===== src/fsfe_pkg.sv =====
`timescale 1ns / 1ps
package fsfe_pkg;

  // Signed working coordinate, wide enough for every corner and edge sum.
  localparam int CoordW = 14;
  typedef logic signed [CoordW-1:0] coord_t;

  // Integer square root operand and result widths (radius is 10 bits).
  localparam int SqInW  = 20;
  localparam int SqOutW = 10;

  typedef enum logic [2:0] {
    CMD_CLEAR         = 3'd0,
    CMD_SET_PIXEL     = 3'd1,
    CMD_GET_PIXEL     = 3'd2,
    CMD_FILL_RECT     = 3'd3,
    CMD_OUTLINE_RECT  = 3'd4,
    CMD_FILL_ROUND    = 3'd5,
    CMD_OUTLINE_ROUND = 3'd6,
    CMD_THICK_ROUND   = 3'd7
  } cmd_t;

  // A classified command as it waits in the queue.
  typedef struct packed {
    logic        is_read;
    logic        outline;
    logic        thick;
    coord_t      x;
    coord_t      y;
    coord_t      w;
    coord_t      h;
    coord_t      r;
    coord_t      t;
    logic [7:0]  color;
  } job_t;

  typedef enum logic [3:0] {
    B_IDLE,
    B_START,
    B_MID,
    B_SQ,
    B_SQWAIT,
    B_ROW,
    B_BOXSET,
    B_BOXRUN,
    B_END,
    B_READ,
    B_RDOUT,
    B_DONE
  } back_state_t;

endpackage


===== src/fsfe_front.sv =====
`timescale 1ns / 1ps
module fsfe_front #(
  parameter int SW = 256,
  parameter int SH = 128
) (
  input  logic [2:0]          in_cmd,
  input  logic signed [10:0]  in_pos_x,
  input  logic signed [10:0]  in_pos_y,
  input  logic [10:0]         in_width,
  input  logic [10:0]         in_height,
  input  logic [9:0]          in_corner_radius,
  input  logic [9:0]          in_border_thickness,
  input  logic [7:0]          in_draw_color,
  output fsfe_pkg::job_t      job
);

  fsfe_pkg::coord_t px, py, pw, ph, pr, pt;

  assign px = fsfe_pkg::coord_t'(in_pos_x);
  assign py = fsfe_pkg::coord_t'(in_pos_y);
  assign pw = fsfe_pkg::coord_t'({3'b000, in_width});
  assign ph = fsfe_pkg::coord_t'({3'b000, in_height});
  assign pr = fsfe_pkg::coord_t'({4'b0000, in_corner_radius});
  assign pt = fsfe_pkg::coord_t'({4'b0000, in_border_thickness});

  // Every drawing command becomes a rounded shape, filled or outlined;
  // a plain rectangle is one with no radius.
  always_comb begin
    job         = '0;
    job.x       = px;
    job.y       = py;
    job.w       = pw;
    job.h       = ph;
    job.t       = pt;
    job.color   = in_draw_color;
    unique case (fsfe_pkg::cmd_t'(in_cmd))
      fsfe_pkg::CMD_CLEAR: begin
        job.x = '0;
        job.y = '0;
        job.w = fsfe_pkg::coord_t'(SW);
        job.h = fsfe_pkg::coord_t'(SH);
      end
      fsfe_pkg::CMD_SET_PIXEL: begin
        job.w = fsfe_pkg::coord_t'(1);
        job.h = fsfe_pkg::coord_t'(1);
      end
      fsfe_pkg::CMD_GET_PIXEL: begin
        job.is_read = 1'b1;
      end
      fsfe_pkg::CMD_FILL_RECT: begin
      end
      fsfe_pkg::CMD_OUTLINE_RECT: begin
        job.outline = 1'b1;
      end
      fsfe_pkg::CMD_FILL_ROUND: begin
        job.r = pr;
      end
      fsfe_pkg::CMD_OUTLINE_ROUND: begin
        job.r       = pr;
        job.outline = 1'b1;
      end
      fsfe_pkg::CMD_THICK_ROUND: begin
        job.r     = pr;
        job.thick = 1'b1;
        // A zero thickness draws nothing at all.
        if (in_border_thickness == '0) begin
          job.w = '0;
        end
      end
      default: begin
      end
    endcase
  end

endmodule


===== config.mk =====
export PLATFORM = sky130hd
export DESIGN_NAME = fsfe_front
export DESIGN_NICKNAME = d
export VERILOG_FILES = /design/src/fsfe_pkg.sv /design/src/fsfe_front.sv
export SDC_FILE = /design/constraint.sdc
export NUM_CORES = 1
export LEC_CHECK = 0
export BUFFER_PORTS_ARGS = -buffer_cell sky130_fd_sc_hd__clkbuf_2
export CAP_MARGIN = 20
export CORE_AREA = 2 2 66 68
export DETAILED_ROUTE_END_ITERATION = 8
export DIE_AREA = 0 0 68 70
export GPL_ROUTABILITY_DRIVEN = 1
export PLACE_DENSITY = 0.73
export SLEW_MARGIN = 5
export SYNTH_ARGS = -nofsm -noshare
export SYNTH_HDL_FRONTEND = slang
export SYNTH_SLANG_ARGS = --single-unit

===== constraint.sdc =====
create_clock -name vclk -period 2.2
set_clock_uncertainty 0.2 [all_clocks]
set_input_delay 0.33 -clock vclk [all_inputs]
set_output_delay 0.33 -clock vclk [all_outputs]
set_load 0.05 [all_outputs]

Word level (Yosys, flattened, before mapping) --
Index checks and enable logic that the tools add are counted.
Operators by class: multiplexer cells 8, eq/ne operators 6, reduce and logical (&&, ||, !) cells 4
Operator list (count):
- one-hot mux 14 bit (3 select lines) | 1
- 2-to-1 mux 28 bit | 1
- one-hot mux 11 bit (2 select lines) | 1
- == test 3 bit, second input constant | 4
- 2-to-1 mux 11 bit | 1
- logical NOT 10 bit | 1
- 2-to-1 mux 10 bit | 1
- == test 3 x 1 -> 1 bit, second input constant | 1
- == test 3 x 2 -> 1 bit, second input constant | 1
- logical NOT 3 bit | 1
- 2-to-1 mux 1 bit | 3
- OR reduction 3 bit | 1
- OR reduction 2 bit | 1
Storage, ports and cells: bits of input ports 75, flip-flop bits (word level) 0, logic and storage cells 18

Longest topological paths before layout --
depth after elaboration 3, mapped depth 5

Worst setup path before layout --
No wires, ideal clock.
path type input to output, start input in_cmd[2], end output job[75] (netlist bit), required time 1.670 ns, buffers on the path 2, stages 5, setup slack -0.173 ns, arrival 1.843 ns, path through or2_1 -> nor2_4 -> buf_2 -> nor2b_1 -> buf_4
RTL lines:
- start, declared | line fsfe_front.sv:6 | input logic [2:0] in_cmd,
- end, declared | line fsfe_front.sv:14 | output fsfe_pkg::job_t job

==> flow_metrics.tcl <==
set metrics [dict create \
    outcome "finished, final reports clean" \
    synth.largest_area_cell "sky130_fd_sc_hd__buf_4" \
    yosysSeqAreaShare_pct 0 \
    cp_capture_type "output pin" \
    initial_core_util_pct 19.2 \
    detail_route.first_pass.iterations 2 \
    maximum_vdd_ir_drop_mv 0.130 \
    drt_iter0_markers 7 \
    slew_viol_final 0 \
    port_buffers 140 \
    design.final.nets 308 \
    power-per-cell-area_mw_per_mm2 423 \
    floorplan.rows 24 \
    hold_class "input port to output pin" \
    multiInputGateArea_um2 533 \
    final_core_util_pct 32.5 \
    synth_top_cells_by_area "sky130_fd_sc_hd__buf_4 37%, sky130_fd_sc_hd__nor2b_1 18%, sky130_fd_sc_hd__and2_1 15%" \
    final.fill_count 448 \
    synthesis.yosys.warnings 0 \
    arrival_ns 1.50 \
    via_count_of_the_first_global_routing_pass 907 \
    post_route_cells_drive_above_1_share_pct 66.2 \
    die_height_um 70 \
    boundaryPins 170 \
    synthesis.area_um2 796 \
    worst-endpoint-required_ns 1.67 \
    post_synth_most_frequent_cells "39 x sky130_fd_sc_hd__buf_4, 23 x sky130_fd_sc_hd__nor2b_1, 19 x sky130_fd_sc_hd__and2_1" \
    period_needed_ns 2.03 \
    max_cap_violations 0 \
    unrepaired_setup_endpoints_after_global_routing "false" \
    globalRouteOverflowTotal 0 \
    design_area_mm2 0.00135 \
    floorplan.core_area_mm2 0.00414 \
    worstSetupPathType "input port to output pin" \
    placed_cell_area_mm2 0.00135 \
    postSynthAreaPerCell_um2 6.86 \
    holdBufCountCts 0 \
    die_area_mm2 0.00476 \
    syn_inst 116 \
    gpl.final_weighted_congestion 0.709 \
    static_leakage_power_nw 0.881 \
    routed-wl-met2_mm 1.32 \
    numPlacedInstances 283 \
    detailroute.via_count 1071 \
    groute.usage.overall_pct 9.61 \
    cp-start-kind "input port" \
    ant_nets 0 \
    routed-wl-met3_um 377 \
    grt_antenna_before_repair 0 \
    n_clock_buffer 0 \
    timing.final.setup_violations 0 \
    final_hold_viol_count 0 \
    layout.sequential_cells 0 \
    totalWireLength_mm 2.67 \
    layout.area.seq_um2 0 \
    global_route_wire_length_before_repair_mm 3.78 \
    part_of_the_cycle_the_worst_path_needs_pct 92.3 \
    drc_errors 0 \
    most_numerous_cell_in_the_yosys_netlist "sky130_fd_sc_hd__buf_4" \
    wirelength_per_cell_um 9.45 \
    fin_cells 283 \
    topRoutingLayerUsed "met4" \
    ant_cells 0 \
    synthDominantCellAreaShare_pct 36.8 \
    post_cts.resized_instances 0 \
    route.layer.met1.wl_um 933 \
    crit_fanout 11 \
    max_freq_mhz 492 \
    place_hpwl_mm 2.49 \
    largest_net_degree_at_the_start_of_global_routing 24 \
    area_growth_syn_to_layout_pct 69.5 \
    distinct_cell_type_count_after_synthesis 22 \
    post-cts-setup-buffer-count 0 \
    setup_total_negative_slack_ns 0 \
    die_width_um 68 \
    detail_route.vias_per_cell 3.78 \
]
## logic make-up after synthesis
group	synth area share (%)
other	0.471
and+or+nand+nor	57.2
buffers and inverters	39.8
AOI/OAI and AO/OA	2.52
## stage by stage
step | power, mW | hold WS, ns | setup WS, ns
2_1_floorplan | 0.504 | 0.627 | 0.153
3_3_place_gp | 0.573 | 0.460 | 0.177
3_5_place_dp | 0.575 | 0.460 | 0.137
4_1_cts | 0.576 | 0.460 | 0.137
5_1_grt | 0.602 | 0.460 | 0.0778
6_report | 0.571 | 0.460 | 0.168
## metal layers
| metal | global-route usage [%] | vias to the layer above |
|---|---|---|
| li1 | - | 545 |
| met1 | 10.5 | 437 |
| met2 | 18.7 | 83 |
| met3 | 1.77 | 6 |
| met4 | 1.33 | 0 |
| met5 | 0 | - |
## layout by cell type, fill, tap and decap left out, drive strengths merged
master and count:
a21o 1, a21oi 1, and2 19, and2b 1, and3 11, and4b 1
buf 5, clkbuf 140, conb 14, nand2 3, nand2b 3, nand4 1
nor2 3, nor2b 23, nor3b 1, nor4 2, o21a 1, or2 1
## where the power goes
group | switching [mW] | internal (mW)
Combinational | 0.433 | 0.138
Clock | 0 | 0
Sequential | 0 | 0
## worst paths after layout
| kind | startpoint | end | slack (ns) | cells past startpoint |
|---|---|---|---|---|
| max | in_border_thickness[0] | job[53] | 0.17 | 5 |
| min | in_draw_color[4] | job[4] | 0.46 | 0 |
## layout make-up
| class | instances | share of cell area [%] |
|---|---|---|
| tap | 52 | 4.82 |
| timing repair buffer | 145 | 55.7 |
| multi-input combinational | 86 | 39.5 |
## worst max-delay path, cell delays in order
cell and delay (ns):
sky130_fd_sc_hd__clkbuf_2 0.09, sky130_fd_sc_hd__nor4_2 0.29, sky130_fd_sc_hd__nand4_2 0.28, sky130_fd_sc_hd__and3_1 0.28, sky130_fd_sc_hd__clkbuf_2 0.23
No activity file was read; power rests on OpenSTA's default activity.
