### config.mk
export PLATFORM = sky130hd
export DESIGN_NAME = fsfe_queue
export DESIGN_NICKNAME = d
export VERILOG_FILES = /design/src/fsfe_pkg.sv /design/src/fsfe_queue.sv
export SDC_FILE = /design/constraint.sdc
export NUM_CORES = 1
export LEC_CHECK = 0
export ABC_AREA = 1
export ABC_CLOCK_PERIOD_IN_PS = 6100
export BUFFER_PORTS_ARGS = -buffer_cell sky130_fd_sc_hd__buf_2
export CELL_PAD_IN_SITES_DETAIL_PLACEMENT = 1
export CELL_PAD_IN_SITES_GLOBAL_PLACEMENT = 1
export CORE_MARGIN = 4
export CORE_UTILIZATION = 44
export CTS_CLUSTER_SIZE = 16
export DETAILED_ROUTE_END_ITERATION = 12
export PLACE_DENSITY_LB_ADDON = 0.1
export REMOVE_ABC_BUFFERS = 1
export SLEW_MARGIN = 25
export SYNTH_ARGS = -nofsm -noshare
export SYNTH_HDL_FRONTEND = slang
export SYNTH_SLANG_ARGS = --single-unit
export TNS_END_PERCENT = 20
### constraint.sdc
create_clock -name clk -period 6.1 [get_ports clk]
set_clock_uncertainty 0.15 [all_clocks]
set_input_delay 0.915 -clock clk [delete_from_list [all_inputs] [get_ports clk]]
set_output_delay 0.915 -clock clk [all_outputs]
set_load 0.01 [all_outputs]
### src/fsfe_pkg.sv
`timescale 1ns / 1ps
package fsfe_pkg;

  // Signed working coordinate, wide enough for every corner and edge sum.
  localparam int CoordW = 14;
  typedef logic signed [CoordW-1:0] coord_t;

  // Integer square root operand and result widths (radius is 10 bits).
  localparam int SqInW  = 20;
  localparam int SqOutW = 10;

  typedef enum logic [2:0] {
    CMD_CLEAR         = 3'd0,
    CMD_SET_PIXEL     = 3'd1,
    CMD_GET_PIXEL     = 3'd2,
    CMD_FILL_RECT     = 3'd3,
    CMD_OUTLINE_RECT  = 3'd4,
    CMD_FILL_ROUND    = 3'd5,
    CMD_OUTLINE_ROUND = 3'd6,
    CMD_THICK_ROUND   = 3'd7
  } cmd_t;

  // A classified command as it waits in the queue.
  typedef struct packed {
    logic        is_read;
    logic        outline;
    logic        thick;
    coord_t      x;
    coord_t      y;
    coord_t      w;
    coord_t      h;
    coord_t      r;
    coord_t      t;
    logic [7:0]  color;
  } job_t;

  typedef enum logic [3:0] {
    B_IDLE,
    B_START,
    B_MID,
    B_SQ,
    B_SQWAIT,
    B_ROW,
    B_BOXSET,
    B_BOXRUN,
    B_END,
    B_READ,
    B_RDOUT,
    B_DONE
  } back_state_t;

endpackage

### src/fsfe_queue.sv
`timescale 1ns / 1ps
module fsfe_queue (
  input  logic            clk,
  input  logic            rst_n,
  input  logic            push,
  input  fsfe_pkg::job_t  push_data,
  input  logic            pop,
  output fsfe_pkg::job_t  pop_data,
  output logic            empty,
  output logic            full
);

  fsfe_pkg::job_t slot_r [2];
  logic           wr_ptr_r;
  logic           rd_ptr_r;
  logic [1:0]     count_r;

  assign empty    = (count_r == 2'd0);
  assign full     = (count_r == 2'd2);
  assign pop_data = slot_r[rd_ptr_r];

  // Pointers and fill level.
  always_ff @(posedge clk) begin
    if (!rst_n) begin
      wr_ptr_r <= 1'b0;
      rd_ptr_r <= 1'b0;
      count_r  <= 2'd0;
    end else begin
      if (push) begin
        wr_ptr_r <= ~wr_ptr_r;
      end
      if (pop) begin
        rd_ptr_r <= ~rd_ptr_r;
      end
      if (push && !pop) begin
        count_r <= count_r + 2'd1;
      end else if (pop && !push) begin
        count_r <= count_r - 2'd1;
      end
    end
  end

  // Entry storage.
  always_ff @(posedge clk) begin
    if (push) begin
      slot_r[wr_ptr_r] <= push_data;
    end
  end

endmodule

# After elaboration in Yosys (flattened, before gate mapping)
# Memories as Yosys holds them, arrays and structs flattened. A register that Yosys moved wholly into a read port is not among the register bits.
# Index checks and enable logic that the tools add are counted.
[totals] latchBits=0 n_memories=1 out_inout_bits=97 register_bits=4 ramBits=190 input_bits=99 romBits=0
[memory_table] memory="slot_r" depth=2 width=95 rd=1 rd_ports_with_merged_regs=1 wr=1 line="fsfe_queue.sv:13" text="fsfe_pkg::job_t slot_r [2];"
[op_classes] n_shift=0 n_lt_le_gt_ge=0 bitwise_logic=2 reduce_logical=6 eq_ne=1 multipliers=0 n_addsub=2 mux=6 n_div=0
[op_table] operator="two-way mux 1 bit" n=4
[op_table] operator="two-way mux 2 bit" n=2
[op_table] operator="adder 2 x 1 -> 2 bit (second input constant)" n=1
[op_table] operator="== test 2 bit (second input constant)" n=1
[op_table] operator="logical AND 1 bit" n=2
[op_table] operator="zero test 1 bit" n=2
[op_table] operator="zero test 2 bit" n=1
[op_table] operator="NOT 1 bit" n=2
[op_table] operator="nonzero test 2 bit" n=1
[op_table] operator="subtractor 2 x 1 -> 2 bit (second input constant)" n=1

# Longest topological paths before layout
[logic_depth] depth_word=4 depth_mapped=8 depth_no_buf=8

# Worst setup path after synthesis
# OpenSTA, ideal clock, no wires.
[synth_timing] kind="in2reg" start="in push" end="mem slot_r[0][0] in the netlist's numbering (enable)" arrival_time_ns=4.932 stages=2 slack_ns=0.466 path_buffers=0 required_time_ns=5.398 setup_ns=0.552 cell_sequence="inv_1 > nor2_1"
[synth_via] elab_chain_cells=2
[synth_lines] element="from (decl)" line="fsfe_queue.sv:5" text="input logic push,"
[synth_lines] element="two-way mux 1 bit" line="fsfe_queue.sv:45" text="if (push) begin"
[synth_lines] element="two-way mux 1 bit (not written as such)" line="fsfe_queue.sv:46" text="slot_r[wr_ptr_r] <= push_data;"
[synth_lines] element="to (decl)" line="fsfe_queue.sv:13"
# No other way between the ends.

==> metrics.csv <==
stage,metric,value,unit
worst_setup_path,CP Capture Type,primary output,
route,DR iter-0 viols,126,
logic_synthesis,largest area contributor in the netlist,edfxtp_1,
route,drt wl/cell,18.8,µm
cts,Clock Pin Slew Worst Setup and Hold Paths,60,ps
logic_synthesis,"Cell Area, Synth",0.00729,mm²
logic_synthesis,YS warnings,0,
route,post-detailed-route count of antenna-violating nets,0,
logic_synthesis,post-synth top area share,78.2,%
power_and_ir_drop,static leakage,0.00356,µW
sta,"Slew Viols, Final",0,
finish,layout cell share with drive strength beyond 1,58.7,%
floorplanning,die area,0.0187,mm²
global_route,GR Overflow Total,0,
cts,Post-CTS Setup Repair Bufs,0,
worst_setup_path,Worst Path Arrival,2140,ps
global_route,vias in the first global route,4039,
sta,Hold Fails Final Rpt,0,
finish,nets,639,
cts,Num Clock Sinks,195,
route,DR vias,3669,
route,vias per std cell,4.77,
floorplanning,std cell rows,46,
worst_setup_path,critical path class,flop to primary output,
worst_setup_path,CP startpoint kind,flop,
finish,"Core Util, Final",56.9,%
sta,Worst-Margin Slew,950,ps
global_route,GRT Total Usage,15.7,%
cts,worst-skew pair later-pin latency,410,ps
floorplanning,core area,0.0161,mm²
cts,hold bufs inserted after CTS,0,
worst_setup_path,max incr delay on CP,600,ps
cts,CTS resizes,0,
logic_synthesis,post-synthesis sequential area ratio,79.6,%
cts,total CTS buffers,17,
global_route,initial antenna violation count,2,
worst_setup_path,worst path cell trace,"buf_4, mux2_2, buf_2",
sta,fmax,312,MHz
power_and_ir_drop,Peak VDD IR,0.000195,V
sta,unrepaired setup endpoints after global routing,no,
finish,Multi-input gate area,0.00136,mm²
route,final WL,14500,µm
logic_synthesis,number of synthesized register bits,195,
floorplanning,Die Height,137,µm
logic_synthesis,synth unique cells,15,
worst_setup_path,worst endpoint required time,5030,ps
logic_synthesis,"top cells by area, synth","edfxtp_1 (78%), mux2_4 (10%), mux2_2 (6.9%)",
global_route,largest net degree at the start of global routing,64,
logic_synthesis,Mapped Cells,331,
finish,Area growth syn-to-layout,25.2,%
placement,Port Buffers,195,
job,# Max-Cap Violations,0,
power_and_ir_drop,PwrDens,332,mW/mm²
floorplanning,Initial Util,45.4,%
cts,# H-tree levels,4,
route,drt pass-1 iters,4,
sta,final worst-path cycle share,52.5,%
finish,sequential cell area,0.00581,mm²
sta,fin crit period,3200,ps
placement,DP HPWL,9680,µm
route,DRC viols,0,
finish,Fill cells,1484,
sta,setup violators final,0,
logic_synthesis,Syn Area/Cell,22.0,µm²
cts,clock tree buffer depth,2,
outcome,status,finished clean,
placement,routability cong.,0.688,
worst_hold_path,min-delay worst type,flop to flop,
floorplanning,die width,137,µm
sta,Max-slew headroom,36.5,%
cts,root buffer cell,clkbuf_16,
cts,CTS tree,yes,
worst_setup_path,CP Max Fanout,33,
global_route,first-pass GRT wire length,21700,µm
floorplanning,IO Count,196,
sta,Final TNS setup,0,ps
worst_setup_path,crit path max-delay cell type,dfxtp_4,
final cells by class:
type | instances | area share (%)
diodes | 1 | 0.0274
clock buffers | 20 | 4.78
clock inverters | 12 | 2.04
inverters | 8 | 0.356
multi-input cells | 117 | 14.9
flip-flops and latches | 195 | 63.6
well taps | 216 | 2.96
repair buffers | 200 | 11.3
per-layer routing:
metal	vias up	GRT usage (%)	share of wire (%)
met4	4	5.54	1.4
met5	-	0	0.18
met1	1832	17.5	37
li1	1708	-	-
met3	19	5.33	7.1
met2	106	28.0	55
flip-flops by register name, indices dropped and copies added (netlist names), named ones only:
name and flops:
slot_r 190, rd_ptr_r 1, wr_ptr_r 1, count_r 2
worst max-delay path: cells and delay by family (launching register included):
family | cells | cell delay (ps)
mux | 1 | 400
flops | 1 | 600
buf+inv | 2 | 680
through the flow:
stage                     worst slack, ps  cell area (µm²)  hold slack, ps  instances  power (µW)
after floorplan                       466             7190             313        320        1780
after global placement               2790             8480             327        735        1880
after detailed placement             2750             8480             363        735        1890
after CTS                            2300             9100             375        767        3070
after global routing                 2770             9130             406        768        3150
final                                2900             9130             362        769        3030
placed cells by master (no fill, tap or decap):
cell,Yosys,routed
a21oi_1,1,1
buf_16,0,1
buf_2,4,195
buf_4,0,4
bufinv_16,0,5
clkbuf_1,0,3
clkbuf_16,0,17
clkinv_1,0,3
clkinv_2,0,2
clkinvlp_4,0,2
dfxtp_1,5,4
dfxtp_4,0,1
diode_2,0,1
edfxtp_1,190,190
ha_1,1,1
inv_1,8,7
inv_4,0,1
mux2_2,45,45
mux2_4,50,50
nand2_1,8,8
nand3_1,1,1
nand4_1,1,1
nor2_1,9,8
nor2_4,0,1
o21ai_0,1,1
logic make-up (layout without fill, tap and decap cells):
family / count (synthesis) / in the layout / synth area share (%)
mux: 95 / 95 / 17.2
fa+ha+maj: 1 / 1 / 0.172
compound gates: 2 / 2 / 0.137
flops: 195 / 195 / 79.6
simple gates: 19 / 19 / 1.03
buf+inv: 19 / 240 / 1.82
other cells: 0 / 1 / 0
worst paths after layout:
path	depth (start not counted)	endpoint	slack [ps]	from
worst min-delay path	2	rd_ptr_r$_SDFFE_PN0P_	360	rd_ptr_r$_SDFFE_PN0P_
worst max-delay path	3	pop_data[20]	2900	flop
worst max register to register	3	slot_r[1][52]$_DFFE_PP_	3860	wr_ptr_r$_SDFFE_PN0P_
worst min register to register	2	rd_ptr_r$_SDFFE_PN0P_	360	rd_ptr_r$_SDFFE_PN0P_
Yosys cell counts:
library cell / instances
ha_1: 1
nand2_1: 8
buf_6: 6
o21ai_0: 1
buf_2: 4
nand4_1: 1
dfxtp_1: 5
nand3_1: 1
inv_1: 8
mux2_2: 45
mux2_4: 50
edfxtp_1: 190
buf_8: 1
a21oi_1: 1
nor2_1: 9
power breakdown:
group / leakage [µW] / total (µW) / internal (µW) / switching [µW]
clock: 0.000297 / 1170 / 722 / 449
sequential: 0.00183 / 1570 / 1550 / 23.8
combinational: 0.00144 / 285 / 141 / 144
Note: power is estimated with default switching activity, not from simulation.
